--- config.mk ---
export PLATFORM = sky130hd
export DESIGN_NAME = csc_muldiv
export DESIGN_NICKNAME = d
export VERILOG_FILES = /design/src/hdl/csc_pkg.sv /design/src/hdl/csc_muldiv.sv
export SDC_FILE = /design/constraint.sdc
export NUM_CORES = 1
export LEC_CHECK = 0
export BUFFER_PORTS_ARGS = -buffer_cell sky130_fd_sc_hd__clkbuf_2
export CAP_MARGIN = 20
export CORE_MARGIN = 10
export CORE_UTILIZATION = 45
export DETAILED_ROUTE_END_ITERATION = 10
export SETUP_SLACK_MARGIN = 0.15
export SYNTH_ARGS = -nofsm -noshare
export SYNTH_HDL_FRONTEND = slang
export SYNTH_SLANG_ARGS = --single-unit
--- constraint.sdc ---
create_clock -name clk -period 6.3 [get_ports clk]
set_input_delay 0 -clock clk [delete_from_list [all_inputs] [get_ports clk]]
set_output_delay 0 -clock clk [all_outputs]
set_load 0.02 [all_outputs]
--- src/hdl/csc_pkg.sv ---
// ----------------------------------------------------------------------------
// csc_pkg
// shared types, codes and sizes of the checked stack calculator
// ----------------------------------------------------------------------------
package csc_pkg;

    localparam int STACK_DEPTH_DEF = 64;
    localparam int VAR_SLOTS_DEF   = 16;

    localparam logic [3:0] CMD_PUSH  = 4'd0;
    localparam logic [3:0] CMD_PUSHV = 4'd1;
    localparam logic [3:0] CMD_POP   = 4'd2;
    localparam logic [3:0] CMD_PEEK  = 4'd3;
    localparam logic [3:0] CMD_ABS   = 4'd4;
    localparam logic [3:0] CMD_ADD   = 4'd5;
    localparam logic [3:0] CMD_SUB   = 4'd6;
    localparam logic [3:0] CMD_MUL   = 4'd7;
    localparam logic [3:0] CMD_DIV   = 4'd8;
    localparam logic [3:0] CMD_PRINT = 4'd9;

    localparam logic [2:0] ST_OK    = 3'd0;
    localparam logic [2:0] ST_FEW   = 3'd1;
    localparam logic [2:0] ST_UNSET = 3'd2;
    localparam logic [2:0] ST_OVF   = 3'd3;
    localparam logic [2:0] ST_DIV0  = 3'd4;
    localparam logic [2:0] ST_FULL  = 3'd5;

    // request to the shared multiply/divide unit
    typedef struct packed {
        logic        start;
        logic        is_div;
        logic [63:0] a;
        logic [63:0] b;
    } csc_alu_req_t;

    // answer of the shared multiply/divide unit
    typedef struct packed {
        logic        done;
        logic        ovf;
        logic [63:0] result;
    } csc_alu_rsp_t;

endpackage

--- src/hdl/csc_muldiv.sv ---
// ----------------------------------------------------------------------------
// csc_muldiv
// bit-serial checked multiply and restoring divide on 64-bit magnitudes
// ----------------------------------------------------------------------------
module csc_muldiv (
    input  logic                  clk,
    input  logic                  rst_n,
    input  csc_pkg::csc_alu_req_t req,
    output csc_pkg::csc_alu_rsp_t rsp
);
    import csc_pkg::*;

    localparam logic [1:0] S_IDLE = 2'd0;
    localparam logic [1:0] S_RUN  = 2'd1;
    localparam logic [1:0] S_FIN  = 2'd2;

    logic [1:0]   state_reg, state_next;
    logic [5:0]   cnt_reg, cnt_next;
    logic         div_reg, div_next;
    logic         neg_reg, neg_next;
    logic         ovf_reg, ovf_next;
    logic [63:0]  mb_reg, mb_next;   // multiplier / divisor magnitude
    logic [63:0]  ma_reg, ma_next;   // multiplicand / dividend-quotient
    logic [64:0]  acc_reg, acc_next; // product sum / remainder
    logic         done_reg, done_next;
    logic [63:0]  res_reg, res_next;

    logic [63:0]  mag_a, mag_b;
    logic [64:0]  sum;
    logic [64:0]  rem_sh;
    logic [65:0]  diff;
    logic [64:0]  lim;
    logic [63:0]  mag_res;

    assign mag_a = req.a[63] ? (64'd0 - req.a) : req.a;
    assign mag_b = req.b[63] ? (64'd0 - req.b) : req.b;
    // multiply scans the multiplier from msb: acc = 2*acc + bit*ma
    assign sum    = {acc_reg[63:0], 1'b0} + (mb_reg[63] ? {1'b0, ma_reg} : 65'd0);
    assign rem_sh = {acc_reg[63:0], ma_reg[63]};
    assign diff   = {1'b0, rem_sh} - {2'b00, mb_reg};
    assign lim    = neg_reg ? {1'b0, 64'h8000_0000_0000_0000}
                            : {1'b0, 64'h7fff_ffff_ffff_ffff};
    assign mag_res = div_reg ? ma_reg : acc_reg[63:0];

    always_comb
    begin
        state_next = state_reg;
        cnt_next   = cnt_reg;
        div_next   = div_reg;
        neg_next   = neg_reg;
        ovf_next   = ovf_reg;
        mb_next    = mb_reg;
        ma_next    = ma_reg;
        acc_next   = acc_reg;
        done_next  = 1'b0;
        res_next   = res_reg;
        case (state_reg)
            S_IDLE:
            begin
                if (req.start)
                begin
                    div_next   = req.is_div;
                    neg_next   = req.a[63] ^ req.b[63];
                    ovf_next   = 1'b0;
                    ma_next    = mag_a;
                    mb_next    = mag_b;
                    acc_next   = '0;
                    cnt_next   = '0;
                    state_next = S_RUN;
                end
            end
            S_RUN:
            begin
                if (div_reg)
                begin
                    if (!diff[65])
                    begin
                        acc_next = diff[64:0];
                        ma_next  = {ma_reg[62:0], 1'b1};
                    end
                    else
                    begin
                        acc_next = rem_sh;
                        ma_next  = {ma_reg[62:0], 1'b0};
                    end
                end
                else
                begin
                    // any partial sum past the limit stays past it
                    if (sum > lim || acc_reg[64])
                        ovf_next = 1'b1;
                    acc_next = sum;
                    mb_next  = {mb_reg[62:0], 1'b0};
                end
                cnt_next = cnt_reg + 6'd1;
                if (cnt_reg == 6'd63)
                    state_next = S_FIN;
            end
            S_FIN:
            begin
                if (!div_reg && acc_reg > lim)
                    ovf_next = 1'b1;
                res_next   = neg_reg ? (64'd0 - mag_res) : mag_res;
                done_next  = 1'b1;
                state_next = S_IDLE;
            end
            default: state_next = S_IDLE;
        endcase
    end

    always_ff @(posedge clk or negedge rst_n)
    begin
        if (!rst_n)
        begin
            state_reg <= S_IDLE;
            done_reg  <= 1'b0;
        end
        else
        begin
            state_reg <= state_next;
            done_reg  <= done_next;
        end
    end

    always_ff @(posedge clk)
    begin
        cnt_reg <= cnt_next;
        div_reg <= div_next;
        neg_reg <= neg_next;
        ovf_reg <= ovf_next;
        mb_reg  <= mb_next;
        ma_reg  <= ma_next;
        acc_reg <= acc_next;
        res_reg <= res_next;
    end

    assign rsp.done   = done_reg;
    assign rsp.ovf    = ovf_reg;
    assign rsp.result = res_reg;

endmodule

# Word-level counts from Yosys, hierarchy flattened
# Cells that the tools add are included.
# word_totals
regBits	269
input_bits	132
output_inout_bits	66
elab_cells	68
# classes
addsub	6
magnitude_cmp	2
eq_ne	9
mux	28
n_bitwise	1
reduce_logical	12
# ops
cell	n
$mux W64	10
$pmux W64 S2	2
$mux W65	3
$sub A1 B64 Y64 const A	3
$gt A65 B64 Y1	2
$pmux W65 S2	1
$sub A65 B64 Y66	1
$add A65 B64 Y65	1
$ne A2 B2 Y1 const B	6
$pmux W6 S2	1
$add A6 B1 Y6 const B	1
$eq A6 B6 Y1 const B	1
$mux W1	6
$mux W6	1
$reduce_and A2 Y1	3
$reduce_and A3 Y1	2
$reduce_and A5 Y1	1
$mux W2	2
$pmux W2 S2	1
$pmux W1 S3	1
$reduce_bool A3 Y1	1
$eq A2 B1 Y1 const B	1
$eq A2 B2 Y1 const B	1
$logic_not A2 Y1	1
5 further kinds	5

# Depth between registers and ports, before layout
# Gate-level depths: netlist of the first run.
# logic_depth
word_depth	7
depth_mapped	26
ltp_nobuf	25

# Least setup slack after synthesis of the first run
# Ideal clock, no wire load.
# synth_timing
path_type	register -> register
startpoint	register neg_reg
endpoint	register ovf_reg, enable pin
setup_ns	0.327
t_arrival_ns	6.145
required_ns	5.973
setup_slack_ns	-0.172
path_stages_with_launch	12
path_buffers	0
path_cell_list	edfxtp_1 > clkinv_1 > ha_1 > nand4_1 > nor4_1 > nand2_1 > or3_1 > nor4_1 > inv_1 > o2111ai_1 > nor3_1 > a221oi_1
# synth_between
elab_chain_cells	5
elab_cells_between_ends	8
cone_classes	2 x order compare; 2 x eq/ne; 1 x mux; 3 x reduce/logical
# synth_rtl
item	line	text
from (decl)	csc_muldiv.sv:20	logic neg_reg, neg_next;
from (signal assigned)	csc_muldiv.sv:129	neg_reg <= neg_next;
$mux W64 (*)	csc_muldiv.sv:41	assign lim = neg_reg ? {1'b0, 64'h8000_0000_0000_0000}
$gt A65 B64 Y1, on equally long branches	csc_muldiv.sv:101, csc_muldiv.sv:90	
$logic_and A1 B1 Y1 or $logic_or A1 B1 Y1 (tied branches)	csc_muldiv.sv:101, csc_muldiv.sv:90	
$ne A2 B2 Y1 (no line)	--	
$reduce_and A5 Y1 (no line) (*)	--	
to (signal assigned)	csc_muldiv.sv:130	ovf_reg <= ovf_next;
to (decl)	csc_muldiv.sv:21	logic ovf_reg, ovf_next;
# Every way passes the cells marked *; elsewhere a longest branch is shown, timed or not.
# A chain may end at the register's enable or synchronous reset.

# Worst setup path in the final report of the first run
# layout_timing
startpoint	register mb_reg[63]
endpoint	register ovf_reg, enable pin
# layout_between
elab_chain_cells	6
# layout_rtl
item	line	text
from (decl)	csc_muldiv.sv:22	logic [63:0] mb_reg, mb_next;
from (signal assigned)	csc_muldiv.sv:131	mb_reg <= mb_next;
$mux W64	csc_muldiv.sv:38	assign sum = {acc_reg[63:0], 1'b0} + (mb_reg[63] ? {1'b0, ma_reg} : 65'd0);
$add A65 B64 Y65	csc_muldiv.sv:38	
$gt A65 B64 Y1	csc_muldiv.sv:90	if (sum > lim || acc_reg[64])
$logic_or A1 B1 Y1	csc_muldiv.sv:90	
$ne A2 B2 Y1 (no line)	--	
$reduce_and A5 Y1 (no line)	--	
# Every way passes these cells.

==> metrics.md, run 1 <==
| Metric | Value |
|---|---|
| Status | `finished, final reports clean` |
| Critical path endpoint category | `flip-flop` |
| Post-synth top cells | `394 x nand2_1, 322 x o21ai_0, 266 x edfxtp_1` |
| Max FFs per register | `65` |
| Inserted Clock Buffers | `35` |
| Drt first pass iters | `6` |
| # DRC | `0` |
| Crit Path Category | `reg -> reg` |
| Hold Path Depth | `3` |
| Largest net degree at the start of global routing | `181` |
| Tot Pwr | `20.2 mW` |
| Clock transition at path regs | `0.06 ns` |
| Layout cells sized above 1 | `11.7%` |
| DR vias | `25,226` |
| Synth area leader | `edfxtp_1` |
| Most used DFF post-synth | `edfxtp_1` |
| Post-route ant nets | `0` |
| Syn Inst Count | `3,175` |
| Final worst path period need | `5.83 ns` |
| Total Routed Length | `90.9 mm` |
| Switching power of the nets | `10.5 mW` |
| Reg2Reg Depth | `27` |
| Register area share after synthesis | `30.1%` |
| First-pass GRT wire length | `141 mm` |
| Clk_lat worst skew | `0.55 ns` |
| DIE WIDTH | `264 um` |
| Routability Congestion | `0.942` |
| Part of the power in registers | `20.1%` |
| Clock share of power | `9.7%` |
| Nets | `3,881` |
| Slew headroom | `34.5%` |
| Filler instances | `5,441` |
| Slew @ Worst Pin | `0.983 ns` |
| CTS tree | `built` |
| Die Area | `0.0696 mm2` |
| Gr ovfl total | `0` |
| Peak supply drop | `0.302 mV` |
| Die Height | `264 um` |
| GRT Overall Usage | `25.1%` |
| Initial antenna violation count | `2` |
| Fin Setup TNS | `0 ns` |
| Crit-path max cell delay | `0.41 ns` |
| WL/cell | `21.2 um` |
| Layout Skew | `0.0178 ns` |
| Synth cell types | `78` |
| Core area | `0.0589 mm2` |
| Logic pwr share | `70.2%` |
| Critical Path RT | `6.58 ns` |
| Area delta synth->final | `17.7%` |
| Port Buf Inserts | `197` |
| Initial Util | `45.4%` |
| Mapped Area | `0.0268 mm2` |
| FMAX | `171 MHz` |
| DRT iter0 DRCs | `2,017` |
| Post-synth net total | `3,572` |
| Unrepaired setup endpoints after global routing | `no` |
| Sw Ratio | `52.0%` |
| Worst EP arrival | `6.12 ns` |
| Top-area cell type share of the netlist area | `29.8%` |
| Slew Viols, Final | `0` |
| Final period utilization | `92.6%` |
| Yosys reg bits | `269` |
| CTS sink count | `269` |
| Count leader, synth | `nand2_1` |
| Num ports | `198` |
| Pwr Density | `641 mW/mm2` |
| Slowest cell on crit path | `edfxtp_1` |
| Internal | `9.71 mW` |
| Row count | `89` |
| CP Launch Type | `flip-flop` |
| Ys Warns | `0` |
| Root Driver | `clkbuf_16` |
| Number of max-cap violations | `0` |
| Vias in the first global route | `24,266` |
| Syn_area_per_cell | `8.43 um2` |
| Post-DP HPWL | `70.7 mm` |
| Via/cell ratio | `5.89` |
| Worst hold path type | `in -> reg` |
| Largest cells by area after synthesis | `edfxtp_1 30%, ha_1 12%, xor2_1 6.7%, o21ai_0 6.0%, nand2_1 5.5%` |
| Post-synth EDFFs | `266` |
| Clk buf depth | `3` |
| Ys async rst share | `1.12%` |
| Leakage | `13.3 nW` |
| Final hold viol count | `0` |
| Final setup fails | `0` |
| H-tree Lvls | `2` |
| Max Fanout on Critical Path | `33` |
==> power groups by stage <==
stage                     clock (mW)  sequential [mW]  combinational [mW]
final                           1.96             4.06                14.2
after global routing            2.07             4.15                15.7
after CTS                       2.00             4.03                13.8
after detailed placement           0             4.06                13.7
after global placement             0             4.03                13.5
after floorplan                    0             3.87                9.60
==> routing by layer <==
layer | share of wire, % | track usage [%] | up-vias
met5 | 0 | 0 | -
met4 | 1.8 | 5.14 | 0
met3 | 8.0 | 4.25 | 102
met2 | 40 | 36.1 | 909
met1 | 50 | 38.4 | 11885
li1 | - | - | 12330
==> cell families after synthesis <==
logic type | synth area share (%)
XOR/XNOR | 9.75
AO/OA/AOI/OAI | 22.7
flip-flops | 30.1
adder cells (fa/ha/maj) | 12.4
buffers and inverters | 3.87
AND/OR/NAND/NOR | 18.6
multiplexers | 2.59
==> area by class of cell <==
type	instances	area [um2]	share of cell area, %
clock buffer	38	887	2.82
antenna	4	10.0	0.0318
sequential	269	8060	25.6
timing repair buffer	420	3080	9.77
inverter	126	473	1.50
multi-input combinational	2632	17800	56.6
tap	773	967	3.07
clock inverter	22	193	0.612
==> layout by cell type (no fill, tap or decap), types with 29 or more instances in the layout <==
master / Yosys / layout
nor2_1: 180 / 179
nor3_1: 73 / 73
clkbuf_2: 0 / 197
o21ai_0: 322 / 319
nor2b_1: 33 / 33
a21o_1: 100 / 100
clkbuf_16: 0 / 35
mux2i_1: 57 / 57
ha_1: 263 / 260
nand4_1: 56 / 56
xor2_1: 206 / 206
a21oi_1: 235 / 232
inv_1: 125 / 124
o211ai_1: 29 / 29
or3_1: 31 / 30
o31ai_1: 52 / 47
nand3_1: 41 / 41
and2_1: 75 / 74
a31oi_1: 36 / 35
nand2b_1: 30 / 30
nand2_1: 394 / 394
xnor2_1: 92 / 92
edfxtp_1: 266 / 266
dlygate4sd3_1: 0 / 138
buf_4: 2 / 78
==> worst paths after layout <==
kind | start | end | slack [ns]
worst max-delay path | mb_reg[63]$_DFFE_PP_ | ovf_reg$_DFFE_PP_ | 0.47
worst min-delay path | req[85] | ma_reg[21]$_DFFE_PP_ | 0.05
worst max register to register | mb_reg[63]$_DFFE_PP_ | ovf_reg$_DFFE_PP_ | 0.47
worst min register to register | mb_reg[34]$_DFFE_PP_ | mb_reg[35]$_DFFE_PP_ | 0.55
max in group asynchronous | rst_n | state_reg[0]$_DFFE_PN0P_ | 5.78
min in group asynchronous | rst_n | done_reg$_DFF_PN0_ | 0.35
==> worst max-delay path, delay by kind of cell (launching register included) <==
| family | cells | cell delay, ns |
|---|---|---|
| AOI/OAI and AO/OA | 15 | 3.01 |
| xor gates and xnor gates | 1 | 0.22 |
| adders and majority gates | 2 | 0.63 |
| buffers and inverters | 4 | 0.71 |
| DFF | 1 | 0.41 |
| and+or+nand+nor | 5 | 0.59 |
==> metrics by stage <==
stage	setup slack, ns	hold slack, ns	cell area, um2	std cells	util, %
3_3_place_gp	0.150	-0.198	28900	4078	49.0
2_1_floorplan	0.158	-0.296	26800	3175	-
3_5_place_dp	0.213	-0.193	28900	4079	49.0
4_1_cts	0.189	0.00622	31400	4277	53.2
5_1_grt	0.0915	0.0657	31500	4283	53.5
6_report	0.467	0.0458	31500	4284	53.5
==> timing repair <==
| item | in CTS | in global routing |
|---|---|---|
| gates resized for setup | 0 | 21 |
| buffers inserted | 0 | 2 |
| setup endpoints to repair | 0 | 1 |
| endpoints found under the hold margin | 134 | 0 |
| hold buffers | 138 | 0 |
Note: power is estimated with default switching activity, not from simulation.
==> run 2, diff against run 1 <==
Settings changed: CORE_UTILIZATION 45 to 57, PLACE_DENSITY set to 0.79.
==> metrics.md, run 2 (synthesis gave the netlist of run 1 again) <==
| Metric | Value |
|---|---|
| Final period utilization | `93.2% (+0.61 points)` |
| Cells after DPL | `3,911 (-4.1%)` |
| # DRC | `0 (unchanged)` |
| Slew headroom | `33.2% (-1.3 points)` |
| Die Height | `237 um (-10%)` |
| Final hold viol count | `0 (unchanged)` |
| Root Driver | `clkbuf_16` |
| CP Launch Type | `flip-flop` |
| DIE WIDTH | `237 um (-10%)` |
| Most common cell after layout, fill and taps aside | `nand2_1` |
| Initial Util | `57.6% (+12 points)` |
| Status | `finished, final reports clean` |
| Num ports | `198 (unchanged)` |
| Clk buf depth | `3 (unchanged)` |
| Core area | `0.0465 mm2 (-21%)` |
| Tot Pwr | `20.1 mW (-0.47%)` |
| Slew @ Worst Pin | `1.00 ns (+0.0193 ns)` |
| Routability Congestion | `1.00 (+6.2%)` |
| Max Fanout on Critical Path | `65 (+97%)` |
| Layout cells sized above 1 | `11.3% (-0.31 points)` |
| Critical Path RT | `6.65 ns (+0.07 ns)` |
| FMAX | `170 MHz (-0.66%)` |
| Slew Viols, Final | `0 (unchanged)` |
| First-pass GRT wire length | `138 mm (-1.5%)` |
| Layout Skew | `0.0381 ns (+0.0203 ns)` |
| GRT Overall Usage | `30.3% (+5.2 points)` |
| Non-filler cells, final | `4,126 (-3.7%)` |
| Die Area | `0.0560 mm2 (-20%)` |
| Drt first pass iters | `6 (unchanged)` |
| Crit Path Category | `reg -> reg` |
| Final setup fails | `0 (unchanged)` |
| Fin Setup TNS | `0 ns (unchanged)` |
| Initial antenna violation count | `3 (+1)` |
| Post-route ant nets | `0 (unchanged)` |
| Worst EP arrival | `6.23 ns (+0.11 ns)` |
| Number of max-cap violations | `0 (unchanged)` |
| Port Buf Inserts | `197 (unchanged)` |
| Pre-CTS setup slack | `-0.102 ns (-0.314 ns)` |
| Pwr Density | `641 mW/mm2 (about the same)` |
| Final worst path period need | `5.87 ns (+0.0385 ns)` |
| Leakage | `13.3 nW (about the same)` |
| Gr ovfl total | `0 (unchanged)` |
| Clock transition at path regs | `0.07 ns (about the same)` |
| Largest net degree at the start of global routing | `181 (unchanged)` |
| WL/cell | `21.7 um (+2.3%)` |
| Total Routed Length | `89.6 mm (-1.4%)` |
| Clk_lat worst skew | `0.62 ns (+0.07 ns)` |
| DRT iter0 DRCs | `3,150 (+56%)` |
| Nets | `3,889 (+0.21%)` |
| Max FFs per register | `65 (unchanged)` |
| Filler instances | `3,727 (-32%)` |
| Vias in the first global route | `24,889 (+2.6%)` |
| DR vias | `26,165 (+3.7%)` |
| CTS sink count | `269 (unchanged)` |
| Post-DP HPWL | `67.6 mm (-4.4%)` |
| Worst hold path type | `in -> reg` |
| Via/cell ratio | `6.34 (+7.7%)` |
| H-tree Lvls | `1 (-1)` |
| Area delta synth->final | `17.1%` |
| Critical path endpoint category | `flip-flop` |
| Inserted Clock Buffers | `30 (-14%)` |
| CTS tree | `built` |
| Most frequent cells in the layout | `394 x nand2_1, 319 x o21ai_0, 266 x edfxtp_1, 260 x ha_1, 232 x a21oi_1` |
| Post-CTS Setup Bufs | `0 (unchanged)` |
| Setup ws final | `0.428 ns (-0.0385 ns)` |
| Peak supply drop | `0.323 mV (+7.2%)` |
| Unrepaired setup endpoints after global routing | `no` |
| Row count | `79 (-11%)` |
## run 2: power breakdown
part           leakage (nW)  switching, mW  internal, mW  total [mW]
Sequential             2.58          0.843          3.25        4.09
Clock                 0.481          0.787          1.04        1.83
Combinational          10.2           8.86          5.33        14.2
## run 2: routing by layer
| layer | GRT usage (%) | part of all wire, % | vias up |
|---|---|---|---|
| li1 | - | - | 12372 |
| met1 | 44.7 | 45 | 12306 |
| met2 | 44.5 | 41 | 1334 |
| met3 | 5.85 | 11 | 153 |
| met4 | 7.10 | 2.5 | 0 |
| met5 | 0 | 0 | - |
## run 2: area by class of cell
| class | count | area, um2 | area share [%] |
|---|---|---|---|
| diodes | 3 | 7.51 | 0.0239 |
| clock buffers | 32 | 758 | 2.42 |
| clock inverters | 24 | 253 | 0.806 |
| inverters | 126 | 473 | 1.51 |
| multi-input cells | 2632 | 17800 | 56.9 |
| flip-flops and latches | 269 | 8060 | 25.7 |
| well taps | 607 | 759 | 2.42 |
| repair buffers | 433 | 3200 | 10.2 |
## run 2: path summary, 6_finish.rpt
| check | from | end | slack (ns) | cells past startpoint |
|---|---|---|---|---|
| min in group asynchronous | rst_n | state_reg[0]$_DFFE_PN0P_ | 0.28 | 3 |
| min | req[66] | ma_reg[2]$_DFFE_PP_ | 0.11 | 3 |
| max in group asynchronous | rst_n | done_reg$_DFF_PN0_ | 5.86 | 3 |
| max | mb_reg[63]$_DFFE_PP_ | ovf_reg$_DFFE_PP_ | 0.43 | 26 |
| min reg2reg | mb_reg[22]$_DFFE_PP_ | mb_reg[23]$_DFFE_PP_ | 0.55 | 2 |
| max reg2reg | mb_reg[63]$_DFFE_PP_ | ovf_reg$_DFFE_PP_ | 0.43 | 26 |
## run 2: per-stage QoR
stage / util [%] / cell area (um2) / hold WS (ns)
after global routing: 67.5 / 31400 / 0.0773
final: 67.5 / 31400 / 0.109
after floorplan: - / 26800 / -0.296
after detailed placement: 61.7 / 28700 / -0.193
after global placement: 61.7 / 28700 / -0.202
after CTS: 67.3 / 31300 / 0.00284
## run 2: critical path, stage by stage (launching register included)
cell	delay [ns]
edfxtp_1	0.42
buf_12	0.19
and2_1	0.20
ha_1	0.34
o211ai_1	0.15
o211ai_1	0.40
a31oi_2	0.19
a2111oi_2	0.40
buf_4	0.20
o211ai_1	0.17
a21o_1	0.25
a21oi_4	0.18
nand3_1	0.09
o21ai_1	0.19
xnor2_1	0.17
ha_1	0.29
a21o_1	0.16
a21o_1	0.17
a21oi_1	0.17
nor2_1	0.09
a2111oi_4	0.31
buf_4	0.17
nand4_1	0.06
a211oi_1	0.17
o21ai_0	0.11
o311ai_0	0.12
a221oi_1	0.14
## run 2: what timing repair did
| item | CTS | global route |
|---|---|---|
| endpoints found under the hold margin | 134 | 0 |
| setup endpoints to repair | 1 | 1 |
| gates resized for setup | 4 | 22 |
| hold buffers | 156 | 0 |
| pin swaps | 0 | 2 |
